$ cat config.mk
export PLATFORM = sky130hd
export DESIGN_NAME = zhp_fifo
export DESIGN_NICKNAME = d
export VERILOG_FILES = /design/src/rtl/core/zhp_fifo.sv
export SDC_FILE = /design/constraint.sdc
export NUM_CORES = 1
export LEC_CHECK = 0
export BUFFER_PORTS_ARGS = -buffer_cell sky130_fd_sc_hd__clkbuf_2
export CAP_MARGIN = 20
export CORE_AREA = 2 2 39 41
export CTS_CLUSTER_SIZE = 28
export DETAILED_ROUTE_END_ITERATION = 8
export DIE_AREA = 0 0 41 43
export GPL_TIMING_DRIVEN = 0
export PLACE_DENSITY = 0.47
export SKIP_CTS_REPAIR_TIMING = 1
export SYNTH_ARGS = -nofsm -noshare
export SYNTH_HDL_FRONTEND = slang
export SYNTH_SLANG_ARGS = --single-unit
$ cat constraint.sdc
create_clock -name clk_i -period 1.7 [get_ports clk_i]
set_input_delay 0.425 -clock clk_i [delete_from_list [all_inputs] [get_ports clk_i]]
set_output_delay 0.425 -clock clk_i [all_outputs]
set_load 0.01 [all_outputs]
$ cat src/rtl/core/zhp_fifo.sv
// Small register queue, power-of-two depth, first-word fall-through.
// Depends on nothing.
`default_nettype none
module zhp_fifo #(
  parameter type T     = logic,
  parameter int  Depth = 2
) (
  input  logic clk_i,
  input  logic rst_ni,
  input  logic push_i,
  input  T     wdata_i,
  output logic full_o,
  input  logic pop_i,
  output T     rdata_o,
  output logic empty_o
);
  localparam int PtrW = (Depth > 1) ? $clog2(Depth) : 1;

  T                mem_q [Depth];
  logic [PtrW-1:0] wptr_q, rptr_q;
  logic [PtrW:0]   cnt_q;
  logic            do_push, do_pop;

  assign full_o  = (cnt_q == (PtrW+1)'(Depth));
  assign empty_o = (cnt_q == '0);
  assign do_push = push_i & ~full_o;
  assign do_pop  = pop_i & ~empty_o;
  assign rdata_o = mem_q[rptr_q];

  always_ff @(posedge clk_i or negedge rst_ni) begin
    if (!rst_ni) begin
      wptr_q <= '0;
      rptr_q <= '0;
      cnt_q  <= '0;
    end else begin
      if (do_push) wptr_q <= wptr_q + 1'b1;
      if (do_pop)  rptr_q <= rptr_q + 1'b1;
      if (do_push && !do_pop) cnt_q <= cnt_q + 1'b1;
      else if (!do_push && do_pop) cnt_q <= cnt_q - 1'b1;
    end
  end

  always_ff @(posedge clk_i) begin
    if (do_push) mem_q[wptr_q] <= wdata_i;
  end
endmodule
`default_nettype wire

== Yosys cells after proc, flatten, opt, wreduce, memory -nomap -nowiden ==
Memories as Yosys holds them, arrays and structs flattened.
Cells that the tools add are included.

* Add/sub/neg operators: 4
* Equality and inequality tests: 1
* Multiplexer cells: 4
* Reductions and logical operators: 6
* Bitwise operators: 4

{| class="wikitable"
|+ Operator list
! kind !! count
|-
| $mux 2 || 2
|-
| $add 1x1->1 const B || 2
|-
| $add 2x1->2 const B || 1
|-
| $and 1x1->1 || 2
|-
| $eq 2x2->1 const B || 1
|-
| $logic_and 1x1->1 || 2
|-
| $logic_not 1->1 || 2
|-
| $logic_not 2->1 || 1
|-
| $mux 1 || 2
|-
| $not 1->1 || 2
|-
| $reduce_bool 2->1 || 1
|-
| $sub 2x1->2 const B || 1
|}

* Word-level logic and storage cells: 23
* Bits in writable memories: 2
* Input port bits: 5
* Output and inout bits: 3
* Memories kept: 1
* Register bits: 4

{| class="wikitable"
|+ Memory list
! memory !! words !! width !! read ports !! clocked after memory_dff !! write ports !! line !! RTL
|-
| mem_q || 2 || 1 || 1 || 0 || 1 || 19 || <nowiki>T mem_q [Depth];</nowiki>
|}

== Longest topological paths before layout ==
* Depth in word-level cells: 7
* Depth in mapped cells: 7
* Mapped depth without buffers: 7

== Worst setup path before layout ==
OpenSTA, ideal clock, no wires.

* Path kind: register to register
* Start point: reg cnt_q[0]
* End point: reg cnt_q[1]
* Required time: 1.621 ns
* Arrival: 1.300 ns
* Stages on the path, launching flop included: 7
* Period minus slack after synthesis: 1.379 ns
* Library setup time: 0.079 ns
* Setup slack: 0.321 ns
* Buffers on the path: 0
* Cells stage by stage: dfrtp_1 > nand2b_1 > nand2_1 > inv_1 > ha_1 > nor2_1 > xor2_1

* Cells in the longest elaborated chain, start to end: 6
* Elaborated cells on any way between the ends: 15
* Classes of those cells: add/sub (2); eq/ne (1); mux (2); bitwise (4); reduce/logical (6)

{| class="wikitable"
|+ Ends and longest elaborated chain
! what !! line !! RTL
|-
| start: declaration || 21 || <nowiki>logic [PtrW:0] cnt_q;</nowiki>
|-
| start signal: assignment || 38 || <nowiki>if (do_push && !do_pop) cnt_q <= cnt_q + 1'b1;</nowiki>
|-
| start signal: assignment || 39 || <nowiki>else if (!do_push && do_pop) cnt_q <= cnt_q - 1'b1;</nowiki>
|-
| $eq 2x2->1 (*) || 24 || <nowiki>assign full_o = (cnt_q == (PtrW+1)'(Depth));</nowiki>
|-
| $not 1->1 (*) || 26 || <nowiki>assign do_push = push_i & ~full_o;</nowiki>
|-
| $and 1x1->1 (*) || 26 ||
|-
| named net do_push || 22 || <nowiki>logic do_push, do_pop;</nowiki>
|-
| $logic_not 1->1 || 39 ||
|-
| $logic_and 1x1->1 || 39 ||
|-
| $reduce_bool 2->1 (no line) || - ||
|}

Mark *: on every way through the listed nets, which the timed path passes. The rest lies on a longest branch. The select of a mux whose other input is x is not followed.
A chain may end at the register's enable or synchronous reset.

== Worst setup path in the final report ==
Ends and elaborated chain as after synthesis.

==> out/results.ini <==
[sta]
fmax_ghz = 0.6488
worst_pin_slew_ns = 0.2460
period_share_pct = 90.67
maxSlewHeadroom_pct = 83.49
rsz0062_at_grt = false
fin_setup_tns_ns = 0
hold_violations = 0
finalSetupViolCount = 0
finalClockSkew_ns = 0.0001676
maxSlewViolCount = 0
period_minus_slack_ns = 1.541
worst_hold_slack_ns = 0.3768

[die]
ios = 8
initial_core_util_pct = 19.35
die-area_um2 = 1763
fp.dieW_um = 41
row_count = 14
die_h_um = 43
coreArea_um2 = 1384

[min_path]
hold_depth = 1
hold_end = mem_q[0]
hp-start = wdata_i
min_path_type = in -> reg

[cells_and_area]
syn2layout_area_growth_pct = 34.11
regArea_um2 = 160.2
final_layout_size_suffix_gt1_share_pct = 32.35
fin_area_um2 = 359.1
fin_util_pct = 25.95
fin_nets = 41
n_antenna_cell = 0
multi_input_area_um2 = 100.1
fillers = 151

[placed_design]
port_buffers = 7
hpwl_um = 408
placed_cell_area_um2 = 322.8
gp_congestion = 0.5465

[cts]
cts_buffers = 3
cts_tree = built
clk_path_buf_depth = 2
path_clk_slew_ns = 0.05
clk_latency_ns = 0.24
cts_root_buffer = clkbuf_4
cts.sinks = 6
h-tree-depth = 1

[setup_path]
path_common_cell = xor2_1
arrival_ns = 1.71
reg2reg_depth = 7
crit_family = simple AND/OR/NAND/NOR gates
reg2reg_to = cnt_q[1]
reg2reg_setup_slack_ns = 0.16
crit_path_max_incr_delay_ns = 0.42
critPathBufInv = 1
crit_slowest_cell = dfrtp_1
required_ns = 1.86
crit_path_start_kind = flop
end_kind = flop
path_max_fanout = 5
crit_type = reg -> reg
crit_chain = nand2b_1 -> nand2_1 -> inv_1 -> ha_1 -> xor2_1 -> nor2_1 -> xor2_1
r2r_start = cnt_q[0]

[synthesis]
ys_types = 12
netlist_instances = 22
yosysTopAreaCell = dfrtp_1
netlist_area_um2 = 267.8
synth_area_leaders = dfrtp_1, edfxtp_1, xnor2_1
synth.yosys.warnings = 0
avgSynthCellArea_um2 = 12.17
synth_top_area_share_pct = 37.38
synth_seq_area_share_pct = 59.81
synth_seq_cells = 6
synth_nets = 28

[global_route]
grt_overflow_total = 0
track_usage_pct = 7.273
grt_max_degree = 6
grt_pass1_wl_um = 745
grt_pass1_vias = 174
antenna_found_initial = 0

[drt]
firstDrtPassIters = 2
drt-initial-drc-count = 4
drt-vias-per-instance = 3.780
routed_wl_um = 489
wl_per_cell_um = 9.780
via_count = 189
postRouteAntennaNets = 0
drc = 0

[power]
pwr-share-comb_pct = 37.7
clockPowerShare_pct = 21.2
p_int_uw = 434.6
p_sw_share_pct = 34.44
fin_total_pwr_uw = 662.9
p_switching_uw = 228.3
pwr-share-seq_pct = 41.0
power_density_nw_per_um2 = 1846
irDropWorstVdd_v = 0.0005841
leakagePower_nw = 0.1745

[flow_run]
drv_cap = 0

[status]
status = completed

==> worst reg2reg max path: stages, from the launching register on <==
cell      delay [ns]
dfrtp_1         0.42
nand2b_1        0.20
nand2_1         0.13
inv_1           0.06
ha_1            0.21
xor2_1          0.15
nor2_1          0.13
xor2_1          0.16
==> per-stage QoR <==
stage	worst slack, ns	cells
CTS	0.1522	49
finish	0.1587	50
global placement	0.2605	45
global route	0.05580	50
detailed placement	0.1669	45
floorplan	0.3212	22
==> state kept, by name, summed over array words and instances (netlist names) <==
| name | flops |
|---|---|
| rptr_q | 1 |
| cnt_q | 2 |
| wptr_q | 1 |
| mem_q | 2 |
==> cells by family after synthesis <==
family	Yosys count	synth area share (%)
fa+ha+maj	1	4.672
buf+inv	2	2.805
mux	1	4.205
compound gates	1	1.867
flops	6	59.82
simple gates	6	10.28
xor+xnor	5	16.36
==> how the worst max path moves through the flow <==
stage	start	end	slack (ns)	cells after the start
floorplan	cnt_q[0]	cnt_q[1]	0.32	6
global placement	cnt_q[0]	cnt_q[1]	0.26	7
detailed placement	cnt_q[0]	cnt_q[1]	0.17	7
CTS	cnt_q[0]	cnt_q[1]	0.15	7
global route	cnt_q[0]	cnt_q[1]	0.06	7
finish	cnt_q[0]	cnt_q[1]	0.16	7
==> cell type report <==
class	count	share of cell area, %
sequential	6	44.60
multi-input combinational	14	27.87
timing repair buffer	8	12.54
clock buffer	4	7.317
tap	16	5.575
inverter	2	2.091
==> placed cells by master (no fill, tap or decap) <==
cell,count
dlygate4sd3_1,1
inv_1,2
and3_1,1
edfxtp_1,2
o21ai_1,1
xnor2_1,3
xor2_1,2
clkbuf_4,3
clkbuf_1,1
dfrtp_1,4
clkbuf_2,7
mux2_2,1
nand2_1,1
nand2b_1,1
nor2_1,3
ha_1,1
==> synthesized netlist by cell type <==
| cell | count |
|---|---|
| edfxtp_1 | 2 |
| inv_1 | 2 |
| ha_1 | 1 |
| nor2_1 | 3 |
| nand2_1 | 1 |
| xnor2_1 | 3 |
| and3_1 | 1 |
| nand2b_1 | 1 |
| mux2_2 | 1 |
| xor2_1 | 2 |
| o21ai_1 | 1 |
| dfrtp_1 | 4 |
==> power groups by stage <==
stage / clock network (mW) / registers [mW] / logic, mW
after floorplan: 0 / 0.263 / 0.184
after global placement: 0 / 0.270 / 0.232
after detailed placement: 0 / 0.275 / 0.251
after CTS: 0.151 / 0.273 / 0.252
after global routing: 0.160 / 0.282 / 0.275
final: 0.141 / 0.272 / 0.250
==> layer usage <==
layer / track usage (%) / wire [µm]
met1: 7.869 / 212
met5: 0 / 0
met2: 8.438 / 217
met3: 6.283 / 59
met4: 6.000 / 0
Power figures use the tool's default switching activity.
