==> src/rtl/core/zhp_pkg.sv <==
// Package for the Zou-He pressure boundary block: types, widths, side tables.
// No dependencies.
`default_nettype none
package zhp_pkg;

  localparam int PopW        = 32;
  localparam int RhoW        = 31;
  localparam int NumPop      = 9;
  localparam int SumW        = 36;   // weighted sum S, signed
  localparam int MagW        = 35;   // |S|
  localparam int RuW         = 37;   // S - rho, signed
  localparam int NumW        = 38;   // constant-divide numerators
  localparam int QuoW        = 32;   // density quotient bits
  localparam int SatW        = 40;
  localparam int IdxW        = 4;
  localparam int MidDepthDef = 4;
  localparam int OutDepthDef = 2;

  typedef enum logic [1:0] {
    SideNorth = 2'd0,
    SideSouth = 2'd1,
    SideEast  = 2'd2,
    SideWest  = 2'd3
  } side_e;

  typedef logic signed [PopW-1:0] pop_t;
  typedef pop_t [NumPop-1:0] pop_vec_t;

  typedef struct packed {
    side_e             opcode;
    logic [RhoW-1:0]   rho_in;
    pop_t pop_0; pop_t pop_1; pop_t pop_2;
    pop_t pop_3; pop_t pop_4; pop_t pop_5;
    pop_t pop_6; pop_t pop_7; pop_t pop_8;
  } in_t;

  typedef struct packed {
    pop_t out_0; pop_t out_1; pop_t out_2;
    pop_t out_3; pop_t out_4; pop_t out_5;
    pop_t out_6; pop_t out_7; pop_t out_8;
    pop_t vel_x; pop_t vel_y;
  } out_t;

  // classified item between front and back
  typedef struct packed {
    side_e           side;
    logic [RhoW-1:0] rho;
    pop_vec_t        pops;
    logic            s_neg;
    logic            s_zero;
    logic            ovf;     // |S| >= 16*rho: quotient saturates
    logic [MagW-1:0] s_mag;
    logic            a_neg;
    logic            b_neg;
    logic            c_neg;
    logic [NumW-1:0] a_mag;   // |2*ru|
    logic [NumW-1:0] b_mag;   // |3d - ru| / 2
    logic [NumW-1:0] c_mag;   // |-3d - ru| / 2
  } mid_t;

  typedef struct packed {
    logic [IdxW-1:0] ta, tb, k0, k1, k2, u0, u1, u2;
    logic            sg_neg;
  } side_map_t;

  function automatic side_map_t side_map(side_e s);
    side_map_t m;
    case (s)
      SideNorth: m = '{4'd1, 4'd3, 4'd2, 4'd5, 4'd6, 4'd4, 4'd7, 4'd8, 1'b0};
      SideSouth: m = '{4'd1, 4'd3, 4'd4, 4'd7, 4'd8, 4'd2, 4'd5, 4'd6, 1'b1};
      SideEast:  m = '{4'd2, 4'd4, 4'd1, 4'd5, 4'd8, 4'd3, 4'd7, 4'd6, 1'b0};
      SideWest:  m = '{4'd2, 4'd4, 4'd3, 4'd7, 4'd6, 4'd1, 4'd5, 4'd8, 1'b1};
      default:   m = '{4'd1, 4'd3, 4'd2, 4'd5, 4'd6, 4'd4, 4'd7, 4'd8, 1'b0};
    endcase
    return m;
  endfunction

  function automatic pop_vec_t in_pops(in_t x);
    pop_vec_t v;
    v[0] = x.pop_0; v[1] = x.pop_1; v[2] = x.pop_2;
    v[3] = x.pop_3; v[4] = x.pop_4; v[5] = x.pop_5;
    v[6] = x.pop_6; v[7] = x.pop_7; v[8] = x.pop_8;
    return v;
  endfunction

  localparam logic signed [SatW-1:0] SatMax = 40'sh00_7FFF_FFFF;
  localparam logic signed [SatW-1:0] SatMin = 40'shFF_8000_0000;

  function automatic pop_t sat32(logic signed [SatW-1:0] v);
    pop_t r;
    if (v > SatMax) begin
      r = 32'sh7FFF_FFFF;
    end else if (v < SatMin) begin
      r = 32'sh8000_0000;
    end else begin
      r = pop_t'(v);
    end
    return r;
  endfunction

endpackage
`default_nettype wire

==> src/rtl/core/zhp_front.sv <==
// Front end: input register, sums and numerators per boundary side.
// Depends on zhp_pkg.
`default_nettype none
module zhp_front (
  input  logic         clk_i,
  input  logic         rst_ni,
  input  logic         push_i,
  output logic         full_o,
  input  zhp_pkg::in_t item_i,
  output logic         wr_o,
  output zhp_pkg::mid_t wr_data_o,
  input  logic         wr_full_i
);
  import zhp_pkg::*;

  logic      valid_q;
  in_t       item_q;
  logic      accept;
  side_map_t m;
  pop_vec_t  f;
  logic signed [SumW-1:0] s_sum;
  logic signed [PopW:0]   d_raw, d_val;
  logic signed [RuW-1:0]  ru;
  logic signed [NumW-1:0] d3, na, nb, nc, nb_abs, nc_abs;

  assign full_o = valid_q & wr_full_i;
  assign accept = push_i & ~full_o;
  assign wr_o   = valid_q & ~wr_full_i;

  always_ff @(posedge clk_i or negedge rst_ni) begin
    if (!rst_ni) begin
      valid_q <= 1'b0;
    end else if (accept) begin
      valid_q <= 1'b1;
    end else if (wr_o) begin
      valid_q <= 1'b0;
    end
  end

  always_ff @(posedge clk_i) begin
    if (accept) item_q <= item_i;
  end

  always_comb begin
    m     = side_map(item_q.opcode);
    f     = in_pops(item_q);
    s_sum = SumW'($signed(f[0])) + SumW'($signed(f[m.ta])) + SumW'($signed(f[m.tb]))
          + ((SumW'($signed(f[m.k0])) + SumW'($signed(f[m.k1]))
             + SumW'($signed(f[m.k2]))) <<< 1);
    d_raw = (PopW+1)'($signed(f[m.ta])) - (PopW+1)'($signed(f[m.tb]));
    d_val = m.sg_neg ? -d_raw : d_raw;
    ru    = RuW'(s_sum) - $signed(RuW'(item_q.rho_in));
    d3    = NumW'(d_val) + (NumW'(d_val) <<< 1);
    na    = NumW'(ru) <<< 1;
    nb    = d3 - NumW'(ru);
    nc    = -d3 - NumW'(ru);
    nb_abs = nb[NumW-1] ? -nb : nb;
    nc_abs = nc[NumW-1] ? -nc : nc;

    wr_data_o.side   = item_q.opcode;
    wr_data_o.rho    = item_q.rho_in;
    wr_data_o.pops   = f;
    wr_data_o.s_neg  = s_sum[SumW-1];
    wr_data_o.s_zero = (s_sum == '0);
    wr_data_o.s_mag  = s_sum[SumW-1] ? MagW'(-s_sum) : MagW'(s_sum);
    wr_data_o.ovf    = (wr_data_o.s_mag >= {item_q.rho_in, {(MagW-RhoW){1'b0}}});
    wr_data_o.a_neg  = na[NumW-1];
    wr_data_o.a_mag  = na[NumW-1] ? NumW'(-na) : NumW'(na);
    wr_data_o.b_neg  = nb[NumW-1];
    wr_data_o.b_mag  = NumW'(nb_abs) >> 1;
    wr_data_o.c_neg  = nc[NumW-1];
    wr_data_o.c_mag  = NumW'(nc_abs) >> 1;
  end
endmodule
`default_nettype wire

==> config.mk <==
export PLATFORM = sky130hd
export DESIGN_NAME = zhp_front
export DESIGN_NICKNAME = d
export VERILOG_FILES = /design/src/rtl/core/zhp_pkg.sv /design/src/rtl/core/zhp_front.sv
export SDC_FILE = /design/constraint.sdc
export NUM_CORES = 1
export LEC_CHECK = 0
export BUFFER_PORTS_ARGS = -buffer_cell sky130_fd_sc_hd__buf_2
export CORE_AREA = 2 2 313 315
export DETAILED_ROUTE_END_ITERATION = 10
export DIE_AREA = 0 0 315 317
export PLACE_DENSITY_LB_ADDON = 0.1
export SETUP_SLACK_MARGIN = 0.5
export SYNTH_ARGS = -nofsm -noshare
export SYNTH_HDL_FRONTEND = slang
export SYNTH_SLANG_ARGS = --single-unit
export TNS_END_PERCENT = 30
==> constraint.sdc <==
create_clock -name clk_i -period 21.6 [get_ports clk_i]
set_input_delay 0 -clock clk_i [delete_from_list [all_inputs] [get_ports clk_i]]
set_output_delay 0 -clock clk_i [all_outputs]
set_load 0.02 [all_outputs]
After elaboration in Yosys (flattened, before gate mapping)
Index checks and enable logic that the tools add are counted.

Flip-flop bits (word level): 322. Latch bits: 0. Bits in writable memories: 0. Memory bits (read-only): 0. Bits of input ports: 325. Memories kept: 0.

$add $sub $neg: 16. $mul: 0. Divide/modulo/power cells: 0. Order comparisons: 6. Equal/unequal tests: 3. Shift operators: 0. Mux-type cells: 18. Bitwise operators: 5. Reduce and logical (&&, ||, !) cells: 3.

Operators with widths (number): $bmux W32 S4 (5); $mux W32 (5); $pmux W33 S4 (1); $mux W38 (3); $neg A38 Y38 (3); $add A33 B32 Y34 (2); $add A32 B32 Y33 (2); $neg A35 Y38 (1); $sub A35 B37 Y38 (1); $sub A38 B37 Y38 (1); $sub A36 B32 Y37 (1); $add A34 B35 Y36 (1); $logic_not A36 Y1 (1); $add A33 B34 Y35 (1); $ge A35 B35 Y1 (1); $mux W35 (1); $neg A35 Y35 (1); $mux W33 (1); $neg A33 Y33 (1); $sub A32 B32 Y33 (1); $lt A4 B5 Y1 const B (5); $eq A2 B2 Y1 const B (2); $and A1 B1 Y1 (3); $eq A2 B1 Y1 const B (1); other kinds (4) (6).

Longest topological paths before layout
Depth after elaboration: 12. Gate-level depth with buffers: 60. Mapped depth without buffers: 56.

Least setup slack after synthesis
Ideal clock, no wire load.

Path type: register to register. Start point: register valid_q. End point: register item_q, in the netlist wr_data_o[155] (enable). Arrival time: 14.590 ns. Data required time: 20.559 ns. Slack: 5.969 ns. Stages on the path, launching flop included: 3. Period minus slack after synthesis: 15.631 ns. Cells stage by stage: dfrtp_1 -> and2_1 -> nor2b_1.

Longest elaborated chain between the ends: 3.

RTL lines: from (decl) (line zhp_front.sv:16) `logic valid_q;`; from (signal assigned) (line zhp_front.sv:32) `valid_q <= 1'b0;`; from (signal assigned) (line zhp_front.sv:34) `valid_q <= 1'b1;`; from (signal assigned) (line zhp_front.sv:36) `valid_q <= 1'b0;`; $and A1 B1 Y1 (line zhp_front.sv:26) `assign full_o = valid_q & wr_full_i;`; named net full_o (line zhp_front.sv:8) `output logic full_o,`; $not A1 Y1 (line zhp_front.sv:27) `assign accept = push_i & ~full_o;`; $and A1 B1 Y1 (line zhp_front.sv:27); named net accept (line zhp_front.sv:18) `logic accept;`; to (signal assigned) (line zhp_front.sv:41) `if (accept) item_q <= item_i;`; to (decl) (line zhp_front.sv:17) `in_t item_q;`.

The timed path passes the listed nets, and every way through them passes these cells. A chain may end at the register's enable or synchronous reset.

==> run_results.csv <==
group,metric,value,unit
sta,hold_viol_final,0,
clock_network,clk_latency,590,ps
clock_network,h-tree-depth,2,
sta,fin_crit_sh,71.5,%
sta,relSlewSlack,25.0,%
global_routing,grt_max_degree,71,
routing,drc,0,
setup_path,crit_path_end,"wr_data_o[28]",
yosys,yosysWarnings,0,
setup_path,slowest_stage,"xnor2_1",
global_routing,grt_usage,27.4,%
placed_design,dp_hpwl,119000,µm
die,dieWidth,315,µm
routing,wl_per_cell,23.5,µm
routing,antenna_left,0,
sta,rsz0062_at_grt,"false",
die,die_h,317,µm
clock_network,cts_max_path_buffers,3,
routing,vias_per_cell,5.35,
setup_path,rrSetupSlack,17150,ps
routing,drtIter0Drc,2464,
placed_design,gp_congestion,0.957,
setup_path,cp-startpoint,"wr_data_o[474]$_DFFE_PP_",
yosys,yosysSeqAreaShare,28.4,%
setup_path,cp.required,21600,ps
routing,vias,32200,
final_layout,final_cell_mix,"buf_2 (798), inv_1 (370), nand2_1 (336)",
final_layout,drive_gt1_share,22.5,%
yosys,synthDistinctLibCells,106,
setup_path,startpoint_type,"flip-flop",
routing,wirelength,141000,µm
die,initial_core_util,35.4,%
clock_network,root_buffer,"clkbuf_16",
sta,setup_viol,0,
setup_path,timing.rr.start,"valid_q$_DFFE_PN0P_",
sta,worstMarginPinSlew,1120,ps
die,coreArea,96300,µm²
yosys,ys_ff_latch,322,
yosys,synth-simple-area-share,14.1,%
clock_network,post_cts_buffers,0,
yosys,syn_avg_cell_area,9.34,µm²
sta,setup_tns,0,ps
global_routing,first_global_vias,31600,
die,die_area,99900,µm²
min_path,min_from,"item_i[82]",
clock_network,ctsResizeCount,0,
setup_path,cp.arrival,15440,ps
run,drv_cap,0,
placed_design,io_buffers,798,
sta,min_period,15440,ps
setup_path,critPathKind,"flip-flop to output port",
yosys,synth_top_area_share,28.3,%
final_layout,final_common_cell,"buf_2",
global_routing,antenna_found_initial,5,
yosys,synthTopCellsByArea,"edfxtp_1 (28%), ha_1 (11%), xnor2_1 (6.3%), fa_1 (6.2%), mux4_2 (4.6%)",
clock_network,cts_tree,"done",
die,rows,114,
setup_path,path_max_fanout,27,
global_routing,grt-ovfl-total,0,
clock_network,numCtsBuffers,37,
sta,finClkSkew,28.6,ps
yosys,synth_cells,3648,
final_layout,fin_nets,5468,
global_routing,grt_pass1_wl,206000,µm
yosys,yosys_most_used_dff,"edfxtp_1",
yosys,yosys-mux-area-fraction,7.35,%
yosys,synth_edf_count,321,
yosys,synth_top_family_by_area,"compound AO/OA/AOI/OAI gates",
setup_path,cp-end-kind,"output port",
routing,first_pass_iters,5,
min_path,hp-class,"input pin to flip-flop",
die,pin_count,803,
setup_path,slowest_delay,750,ps
yosys,syn-cell-area,34100,µm²
sta,maxSlewViolCount,0,
yosys,synthAdderAreaFrac,17.5,%
yosys,synthXorXnorAreaFrac,9.59,%
final_layout,area_growth,28.9,%
sta,fmax,0.0648,GHz
setup_path,r2r_end,"wr_data_o[414]$_DFFE_PP_",
yosys,synth_compound_area_share,17.6,%
clock_network,hold_buffers,325,
clock_network,numClockSinks,322,
clock_network,path_clk_slew,60,ps
setup_path,r2r_cells,6,
outcome,run_status,"finished, final reports clean",
yosys,async_flop_share,0.311,%
setup_path,cpMostUsedCell,"ha_1",
yosys,synth_top_area_cell,"edfxtp_1",
## Yosys cell counts, types with 22 or more instances
master    count
o31ai_1      24
clkbuf_1     91
xnor2_1     245
nand3_1      83
a21o_1       95
nor2_1      226
or3_1        22
and3_1       32
a31oi_1      42
mux2_2       29
nor3_1       76
a31o_2       32
o21bai_1     33
inv_1       370
o21ai_0     132
fa_1        105
a221oi_1     31
mux4_2       69
o21a_1       54
mux2i_1      61
ha_1        307
nor2b_1      37
a21oi_1     253
nand2b_1     35
xor2_1      122
nand4_1      40
edfxtp_1    321
nand2_1     336
## worst max-delay path: cells and delay by family, from the launching register on
family | cells | cell delay (ps)
DFF | 1 | 460
muxes | 2 | 440
adders and majority gates | 9 | 3380
and+or+nand+nor | 11 | 2830
buffers and inverters | 7 | 1530
xor gates and xnor gates | 4 | 1590
AOI/OAI and AO/OA | 17 | 4600
## how the worst min path moves through the flow
stage / to / slack, ps / depth (start not counted)
after CTS: wr_data_o[336]$_DFFE_PP_ / 70 / 2
after detailed placement: valid_q$_DFFE_PN0P_ / -220 / 1
after floorplan: valid_q$_DFFE_PN0P_ / -300 / 0
final: wr_data_o[365]$_DFFE_PP_ / 110 / 2
after global placement: valid_q$_DFFE_PN0P_ / -230 / 1
after global routing: wr_data_o[461]$_DFFE_PP_ / 90 / 2
## sequential cells by signal, summed over array words and instances (netlist names)
register and flops:
wr_data_o 321, valid_q 1
## per-stage QoR
| stage | instances | setup slack (ps) | utilization [%] | area [µm²] | hold slack [ps] |
|---|---|---|---|---|---|
| detailed placement | 5643 | 6970 | 41.1 | 39500 | -218 |
| floorplan | 3651 | 5970 | - | 34100 | -296 |
| CTS | 6027 | 6230 | 45.6 | 43900 | 67.1 |
| finish | 6028 | 6160 | 45.6 | 43900 | 111 |
| global route | 6027 | 5160 | 45.6 | 43900 | 88.3 |
| global placement | 5643 | 7180 | 41.1 | 39500 | -225 |
## final cells by class
cell class                      count  area, µm²
Inverter                          374       1400
Clock inverter                     18        181
Antenna cell                        1       2.50
Fill cell                        9287      52400
Clock buffer                       41        962
Multi-Input combinational cell   2838      22600
Tap cell                         1276       1600
Timing Repair Buffer             1158       7510
Sequential cell                   322       9660
## kinds of logic after synthesis
| family | Yosys count |
|---|---|
| AND/OR/NAND/NOR | 999 |
| other | 1 |
| AO/OA/AOI/OAI | 892 |
| adder cells (fa/ha/maj) | 413 |
| XOR/XNOR | 370 |
| multiplexers | 160 |
| flip-flops | 322 |
| buffers and inverters | 491 |
## layer usage
layer	GRT usage (%)	part of all wire (%)
met2	49.1	50
met3	3.03	4.5
met5	0	0.019
met1	35.1	43
met4	6.37	2.4
Power is not shown: default switching activity piles up to over one toggle a cycle in this logic, so the estimate is an artifact.
